--- config.mk ---
export PLATFORM = sky130hd
export DESIGN_NAME = slew_limited_motor_command
export DESIGN_NICKNAME = d
export VERILOG_FILES = /design/src/sv/slmc_pkg.sv /design/src/sv/slmc_cfg_regs.sv /design/src/sv/slmc_update.sv /design/src/sv/slew_limited_motor_command.sv
export SDC_FILE = /design/constraint.sdc
export NUM_CORES = 1
export LEC_CHECK = 0
export BUFFER_PORTS_ARGS = -buffer_cell sky130_fd_sc_hd__buf_2
export CAP_MARGIN = 15
export CORE_AREA = 10 10 201 203
export CTS_BUF_LIST = sky130_fd_sc_hd__clkbuf_8 sky130_fd_sc_hd__clkbuf_16
export DETAILED_ROUTE_END_ITERATION = 12
export DIE_AREA = 0 0 211 213
export GPL_TIMING_DRIVEN = 0
export PLACE_DENSITY_LB_ADDON = 0.3
export SLEW_MARGIN = 20
export SYNTH_ARGS = -nofsm -noshare
export SYNTH_HDL_FRONTEND = slang
export SYNTH_SLANG_ARGS = --single-unit
--- constraint.sdc ---
create_clock -name clk -period 10.2 [get_ports clk]
set_clock_uncertainty 0.15 [all_clocks]
set_input_delay 1.53 -clock clk [delete_from_list [all_inputs] [get_ports clk]]
set_output_delay 1.53 -clock clk [all_outputs]
set_load 0.01 [all_outputs]
--- src/sv/slmc_pkg.sv ---
// ----------------------------------------------------------------------------
// Slew-limited motor command package
// Word types, command codes and register indexes shared by the block.
// ----------------------------------------------------------------------------
package slmc_pkg;

  localparam int POWER_W = 16;
  localparam int WIDE_W  = POWER_W + 2;
  localparam int STEP_W  = 15;
  localparam int CMD_W   = 4;
  localparam int CFG_IDX_W  = 3;
  localparam int CFG_DATA_W = 64;
  localparam int PRESET_N   = 4;

  typedef enum logic [CMD_W-1:0] {
    CMD_TICK     = 4'd0,
    CMD_DEMAND   = 4'd1,
    CMD_RAISE    = 4'd2,
    CMD_LOWER    = 4'd3,
    CMD_HALT     = 4'd4,
    CMD_PRESET_A = 4'd5,
    CMD_PRESET_B = 4'd6,
    CMD_PRESET_C = 4'd7,
    CMD_PRESET_D = 4'd8,
    CMD_ZERO_ALL = 4'd9
  } cmd_t;

  typedef enum logic [CFG_IDX_W-1:0] {
    REG_MIN_LEVEL     = 3'd0,
    REG_MAX_LEVEL     = 3'd1,
    REG_MAX_SLEW_STEP = 3'd2,
    REG_RAISE_STEP    = 3'd3,
    REG_LOWER_STEP    = 3'd4,
    REG_PRESET_LEVELS = 3'd5
  } cfg_reg_t;

  typedef struct packed {
    logic        [CMD_W-1:0]   cmd;
    logic signed [POWER_W-1:0] analog_value;
    logic                      button_pressed;
    logic                      top_switch;
    logic                      bottom_switch;
  } in_word_t;

  typedef struct packed {
    logic signed [POWER_W-1:0] command_power;
    logic signed [POWER_W-1:0] target_power;
  } out_word_t;

  typedef struct packed {
    logic signed [POWER_W-1:0]             min_level;
    logic signed [POWER_W-1:0]             max_level;
    logic        [STEP_W-1:0]              max_slew_step;
    logic        [STEP_W-1:0]              raise_step;
    logic        [STEP_W-1:0]              lower_step;
    logic [PRESET_N-1:0][POWER_W-1:0]      preset_levels;
  } cfg_t;

endpackage

--- src/sv/slmc_cfg_regs.sv ---
// ----------------------------------------------------------------------------
// Slew-limited motor command configuration registers
// Holds the limits, step sizes and presets written through the write port.
// ----------------------------------------------------------------------------
module slmc_cfg_regs (
  input  logic                                clk,
  input  logic                                rst,
  input  logic                                cfg_we,
  input  logic [slmc_pkg::CFG_IDX_W-1:0]      cfg_index,
  input  logic [slmc_pkg::CFG_DATA_W-1:0]     cfg_data,
  output slmc_pkg::cfg_t                      cfg
);

  always_ff @(posedge clk) begin
    if (rst) begin
      cfg.min_level     <= -16'sd16384;
      cfg.max_level     <= 16'sd16384;
      cfg.max_slew_step <= 15'd4096;
      cfg.raise_step    <= 15'd1638;
      cfg.lower_step    <= 15'd1638;
      cfg.preset_levels <= '0;
    end else if (cfg_we) begin
      unique case (cfg_index)
        slmc_pkg::REG_MIN_LEVEL: begin
          cfg.min_level <= $signed(cfg_data[slmc_pkg::POWER_W-1:0]);
        end
        slmc_pkg::REG_MAX_LEVEL: begin
          cfg.max_level <= $signed(cfg_data[slmc_pkg::POWER_W-1:0]);
        end
        slmc_pkg::REG_MAX_SLEW_STEP: begin
          cfg.max_slew_step <= cfg_data[slmc_pkg::STEP_W-1:0];
        end
        slmc_pkg::REG_RAISE_STEP: begin
          cfg.raise_step <= cfg_data[slmc_pkg::STEP_W-1:0];
        end
        slmc_pkg::REG_LOWER_STEP: begin
          cfg.lower_step <= cfg_data[slmc_pkg::STEP_W-1:0];
        end
        slmc_pkg::REG_PRESET_LEVELS: begin
          cfg.preset_levels <= cfg_data;
        end
        default: begin
        end
      endcase
    end
  end

endmodule

--- src/sv/slmc_update.sv ---
// ----------------------------------------------------------------------------
// Slew-limited motor command update logic
// Computes the next target and command power for one registered item.
// ----------------------------------------------------------------------------
module slmc_update (
  input  slmc_pkg::in_word_t                        item,
  input  slmc_pkg::cfg_t                            cfg,
  input  logic signed [slmc_pkg::POWER_W-1:0]       target,
  input  logic signed [slmc_pkg::POWER_W-1:0]       command,
  output logic signed [slmc_pkg::POWER_W-1:0]       target_next,
  output logic signed [slmc_pkg::POWER_W-1:0]       command_next
);

  localparam int W  = slmc_pkg::WIDE_W;
  localparam int PW = slmc_pkg::POWER_W;
  localparam logic signed [W-1:0] FIT_HI = W'((1 << (PW - 1)) - 1);
  localparam logic signed [W-1:0] FIT_LO = ~FIT_HI;

  function automatic logic signed [W-1:0] clamp_wide(input logic signed [W-1:0] lo,
                                                     input logic signed [W-1:0] hi,
                                                     input logic signed [W-1:0] v);
    logic signed [W-1:0] r;
    if (v < lo) begin
      r = lo;
    end else if (v > hi) begin
      r = hi;
    end else begin
      r = v;
    end
    return r;
  endfunction

  function automatic logic signed [PW-1:0] fit(input logic signed [W-1:0] v);
    logic signed [W-1:0] r;
    r = clamp_wide(FIT_LO, FIT_HI, v);
    return r[PW-1:0];
  endfunction

  logic signed [W-1:0] tgt_w;
  logic signed [W-1:0] cmd_w;
  logic signed [W-1:0] min_w;
  logic signed [W-1:0] max_w;
  logic signed [W-1:0] slew_w;
  logic signed [W-1:0] raise_w;
  logic signed [W-1:0] lower_w;
  logic signed [W-1:0] analog_w;
  logic signed [W-1:0] preset_w;
  logic signed [W-1:0] cmd_up;
  logic signed [W-1:0] cmd_dn;
  logic signed [W-1:0] slewed;
  logic signed [W-1:0] upper_clamped;
  logic signed [W-1:0] lower_clamped;
  logic signed [W-1:0] tgt_new;
  logic signed [W-1:0] cmd_new;
  logic [1:0]          preset_sel;

  assign tgt_w    = W'(target);
  assign cmd_w    = W'(command);
  assign min_w    = W'($signed(cfg.min_level));
  assign max_w    = W'($signed(cfg.max_level));
  assign slew_w   = $signed(W'(cfg.max_slew_step));
  assign raise_w  = $signed(W'(cfg.raise_step));
  assign lower_w  = $signed(W'(cfg.lower_step));
  assign analog_w = W'($signed(item.analog_value));

  assign preset_sel = 2'(item.cmd - slmc_pkg::CMD_PRESET_A);
  assign preset_w   = W'($signed(cfg.preset_levels[preset_sel]));

  assign cmd_up = cmd_w + slew_w;
  assign cmd_dn = cmd_w - slew_w;

  always_comb begin
    if (tgt_w > cmd_up) begin
      slewed = cmd_up;
    end else if (tgt_w < cmd_dn) begin
      slewed = cmd_dn;
    end else begin
      slewed = tgt_w;
    end
    upper_clamped = item.top_switch ? clamp_wide(min_w, '0, slewed) : slewed;
    lower_clamped = item.bottom_switch ? clamp_wide('0, max_w, upper_clamped)
                                       : upper_clamped;
  end

  always_comb begin
    tgt_new = tgt_w;
    cmd_new = cmd_w;
    case (item.cmd) inside
      slmc_pkg::CMD_TICK: begin
        cmd_new = lower_clamped;
      end
      slmc_pkg::CMD_DEMAND: begin
        tgt_new = clamp_wide(min_w, max_w, analog_w);
      end
      slmc_pkg::CMD_RAISE: begin
        if (item.button_pressed) begin
          tgt_new = clamp_wide(min_w, max_w, tgt_w + raise_w);
        end
      end
      slmc_pkg::CMD_LOWER: begin
        if (item.button_pressed) begin
          tgt_new = clamp_wide(min_w, max_w, tgt_w - lower_w);
        end
      end
      slmc_pkg::CMD_HALT: begin
        if (item.button_pressed) begin
          tgt_new = '0;
        end
      end
      slmc_pkg::CMD_PRESET_A, slmc_pkg::CMD_PRESET_B,
      slmc_pkg::CMD_PRESET_C, slmc_pkg::CMD_PRESET_D: begin
        tgt_new = item.button_pressed ? clamp_wide(min_w, max_w, preset_w) : '0;
      end
      slmc_pkg::CMD_ZERO_ALL: begin
        tgt_new = '0;
        cmd_new = '0;
      end
      default: begin
      end
    endcase
  end

  assign target_next  = fit(tgt_new);
  assign command_next = fit(cmd_new);

endmodule

--- src/sv/slew_limited_motor_command.sv ---
// ----------------------------------------------------------------------------
// Slew-limited motor command
// Operator items set a target power; tick items slew the command power toward
// it, honoring the limit switches. Every item returns both powers.
// ----------------------------------------------------------------------------
// Items arrive on item/item_valid and are taken when item_stall is low.
// Each item gives one result word on result/result_valid, held until the
// receiver drops result_stall.
// An accepted item is registered, processed against the stored target and
// command power, and its result word is registered once the result word is
// free to change. One item is taken every cycle as long as the receiver keeps
// up; the two power registers update as each result word is registered.
// While the receiver stalls, the result word holds and a full item register
// holds; item_stall is high while the item register is full and the result
// word is stalled.
// Reset clears both powers and all valid flags and loads the register
// defaults; configuration is written through cfg_we, cfg_index and cfg_data,
// only by the user while no item is in flight; not enforced by the block.
// ----------------------------------------------------------------------------
module slew_limited_motor_command (
  input  logic                                clk,
  input  logic                                rst,
  input  logic                                item_valid,
  output logic                                item_stall,
  input  slmc_pkg::in_word_t                  item,
  output logic                                result_valid,
  input  logic                                result_stall,
  output slmc_pkg::out_word_t                 result,
  input  logic                                cfg_we,
  input  logic [slmc_pkg::CFG_IDX_W-1:0]      cfg_index,
  input  logic [slmc_pkg::CFG_DATA_W-1:0]     cfg_data
);

  slmc_pkg::cfg_t                        cfg;
  slmc_pkg::in_word_t                    held;
  logic                                  held_valid;
  logic                                  out_ready;
  logic                                  advance;
  logic signed [slmc_pkg::POWER_W-1:0]   target;
  logic signed [slmc_pkg::POWER_W-1:0]   command;
  logic signed [slmc_pkg::POWER_W-1:0]   target_next;
  logic signed [slmc_pkg::POWER_W-1:0]   command_next;

  slmc_cfg_regs u_cfg_regs (
    .clk       (clk),
    .rst       (rst),
    .cfg_we    (cfg_we),
    .cfg_index (cfg_index),
    .cfg_data  (cfg_data),
    .cfg       (cfg)
  );

  slmc_update u_update (
    .item         (held),
    .cfg          (cfg),
    .target       (target),
    .command      (command),
    .target_next  (target_next),
    .command_next (command_next)
  );

  assign out_ready  = !result_valid || !result_stall;
  assign advance    = held_valid && out_ready;
  assign item_stall = held_valid && !out_ready;

  always_ff @(posedge clk) begin
    if (rst) begin
      held_valid   <= 1'b0;
      result_valid <= 1'b0;
      target       <= '0;
      command      <= '0;
    end else begin
      if (!item_stall) begin
        held_valid <= item_valid;
      end
      if (out_ready) begin
        result_valid <= held_valid;
      end
      if (advance) begin
        target  <= target_next;
        command <= command_next;
      end
    end
  end

  always_ff @(posedge clk) begin
    if (!item_stall) begin
      held <= item;
    end
    if (advance) begin
      result.command_power <= command_next;
      result.target_power  <= target_next;
    end
  end

endmodule

==> flow_summary_export.csv <==
group,metric,value,unit
grt,grt_pass1_vias,19500,
timing,maxSlewHeadroom,0.2664,
die,initial_core_util,0.5337,
clock_tree,clkTransAtPathRegs,70,ps
cells_and_area,multi_input_area,13600,um2
routing,drt_wl_total,86600,um
cells_and_area,n_fill_cell,3227,
routing,drt_iter0_markers,2394,
worst_setup_path,crit_slowest_cell,"fa_1",
grt,antenna_found_initial,5,
yosys,synth_cell_types,94,
clock_tree,clockBufferDepth,3,
place,portBuffers,127,
clock_tree,clk-insertion-delay-late,570,ps
routing,antenna_left,0,
cells_and_area,regArea,5161,um2
worst_setup_path,critPathLaunchType,"register",
place,place_congestion,1.067,
worst_setup_path,slowest_delay,400,ps
clock_tree,cts_buffers,25,
grt,grt_use_total,0.3720,
yosys,synth_top_area_frac,0.1810,
timing,hold_viol,0,
die,die_area,44940,um2
timing,fin_hold_ws,304.5,ps
yosys,synth_most_common_cell,"nand2_1",
power,p_leak,9.226,nW
yosys,ys_top_cells_by_count,"395 x nand2_1, 258 x ha_1, 248 x a21oi_1, 175 x dfxtp_1, 140 x nor2_1",
power,ir_drop,0.0001381,V
place,dp_hpwl,67690,um
die,num_rows,70,
timing,fin_crit,9987,ps
worst_setup_path,cp_common_cell,"a21o_1",
power,power_density,152.8,nW/um2
routing,avgViaCountPerCell,6.658,
yosys,syn-instance-count,2392,
yosys,netlist_area,19350,um2
yosys,synthTopCellsByArea,"dfxtp_1 18%, ha_1 17%, edfxtp_1 8.5%",
cells_and_area,areaGrowthSynthToFinish,14.37,%
worst_setup_path,crit_path_end_kind,"register",
worst_setup_path,crit_arrival,10140,ps
die,die_w,211,um
clock_tree,htree_levels,1,
clock_tree,cts_sinks,230,
grt,grt_pass1_wl,124300,um
routing,drt-pass1-iter-count,6,
clock_tree,cts_tree,"built",
yosys,ys_seq_area_frac,0.2664,
cells_and_area,fin_area,22130,um2
timing,setup_viol_count_final,0,
clock_tree,root_buffer,"clkbuf_16",
yosys,ys_ff_latch,230,
yosys,synth_edf_count,55,
timing,slew_viol_final,0,
yosys,synth_fp_nets,2749,
yosys,async_flop_share,0,
cells_and_area,layout-drive-gt1-share,0.1323,
grt,grt_max_degree,31,
worst_setup_path,required,10350,ps
yosys,syn_area_per_cell,8.090,um2
timing,post-route-period-util,0.9792,
cells_and_area,nNetsFinal,2931,
routing,drc,0,
timing,worst_slack,212.6,ps
timing,max_freq,100.1,MHz
yosys,synthFlopType,"dfxtp_1",
yosys,ys_warn_count,0,
worst_setup_path,critPathKind,"reg2reg",
routing,vias,20380,
die,pin_count,129,
yosys,synth_top_cell_by_area,"dfxtp_1",
routing,wl_per_cell,28.29,um
place,postPlaceCellArea,20630,um2
place,dp_slack,-1507,ps
grt,overflow,0,
die,die_h,213,um
status,status,"completed",
worst_setup_path,path_max_fanout,10,
timing,worst_slew_pin_slew,1100,ps
hold_path,timing.hold.worst.class,"reg2reg",
run,maxCapViolations,0,
die,core,36260,um2
## critical path, delay by kind of cell, from the launching register on
kind / cells / cell delay [ps]
buf+inv: 10 / 1520
fa+ha+maj: 5 / 1510
flops: 1 / 390
compound gates: 22 / 4260
simple gates: 10 / 1880
## layer usage
metal,up-vias,track usage,share of wire
met5,-,0,0.00054
met3,280,0.08754,0.11
li1,9115,-,-
met4,8,0.2093,0.063
met1,9669,0.4712,0.39
met2,1309,0.5726,0.43
## repair_timing
item,4_1_cts,5_1_grt
hold buffers,0,0
resized for setup,37,54
buffers inserted,7,22
endpoints found under the setup margin,32,32
pin swaps,10,22
## cells by family (layout without fill, tap and decap cells)
| kind of cell | Yosys count | after routing | synth area share |
|---|---|---|---|
| AO/OA/AOI/OAI | 750 | 750 | 0.2594 |
| XOR/XNOR | 46 | 46 | 0.02082 |
| adder cells (fa/ha/maj) | 262 | 262 | 0.1709 |
| buffers and inverters | 253 | 453 | 0.05121 |
| flip-flops | 230 | 230 | 0.2664 |
| multiplexers | 65 | 65 | 0.04500 |
| other | 0 | 1 | 0 |
| AND/OR/NAND/NOR | 786 | 786 | 0.1863 |
## metrics by stage
stage	setup TNS (ps)	std cells	total power, mW	utilization
after floorplan	0	2392	1.835	-
after global placement	-37540	2987	2.218	0.5674
after detailed placement	-45770	2989	2.241	0.5689
after CTS	0	3040	3.241	0.5998
after global routing	-764.1	3060	3.508	0.6104
final	0	3061	3.381	0.6104
## flip-flops by register name, indices dropped and copies added, names as in the netlist
| register | count |
|---|---|
| u_cfg_regs.cfg | 141 |
| result | 32 |
| held | 23 |
| command | 16 |
| target | 16 |
| held_valid | 1 |
| result_valid | 1 |
## cell type report
class	count	area share
multi-input combinational	1909	0.6144
antenna	1	0.0001131
clock buffer	30	0.03137
tap	468	0.02646
buffer	124	0.02470
inverter	126	0.02137
sequential	230	0.2332
timing repair buffer	158	0.04093
clock inverter	15	0.007518
## final timing paths
check                                                      from                         endpoint  slack [ps]  cells after the start
worst max-delay path                    command[0]$_SDFFE_PP0P_             result[18]$_DFFE_PP_         210                     47
worst min-delay path            u_cfg_regs.cfg[20]$_SDFFE_PP0P_  u_cfg_regs.cfg[20]$_SDFFE_PP0P_         300                      2
worst max register to register          command[0]$_SDFFE_PP0P_             result[18]$_DFFE_PP_         210                     47
worst min register to register  u_cfg_regs.cfg[20]$_SDFFE_PP0P_  u_cfg_regs.cfg[20]$_SDFFE_PP0P_         300                      2
## power by group
part	leakage (nW)	internal, mW	switching (mW)	total (mW)
combinational	6.83	0.517	0.868	1.38
sequential	1.97	0.975	0.0592	1.03
clock	0.430	0.562	0.401	0.963
total	9.23	2.05	1.33	3.38
## cell usage in the layout, fill, tap and decap left out, types with 29 or more instances in the layout
| cell type | count |
|---|---|
| edfxtp_1 | 55 |
| o21a_1 | 30 |
| nor2_1 | 137 |
| a21oi_1 | 245 |
| clkbuf_1 | 100 |
| xnor2_1 | 29 |
| nand4_1 | 29 |
| ha_1 | 257 |
| dfxtp_1 | 172 |
| nand2_1 | 395 |
| o21ai_0 | 106 |
| a21o_1 | 62 |
| mux2i_1 | 39 |
| nand3_1 | 34 |
| nor3_1 | 29 |
| o211ai_1 | 39 |
| buf_4 | 31 |
| inv_1 | 127 |
| buf_2 | 134 |
Power figures use the tool's default switching activity.
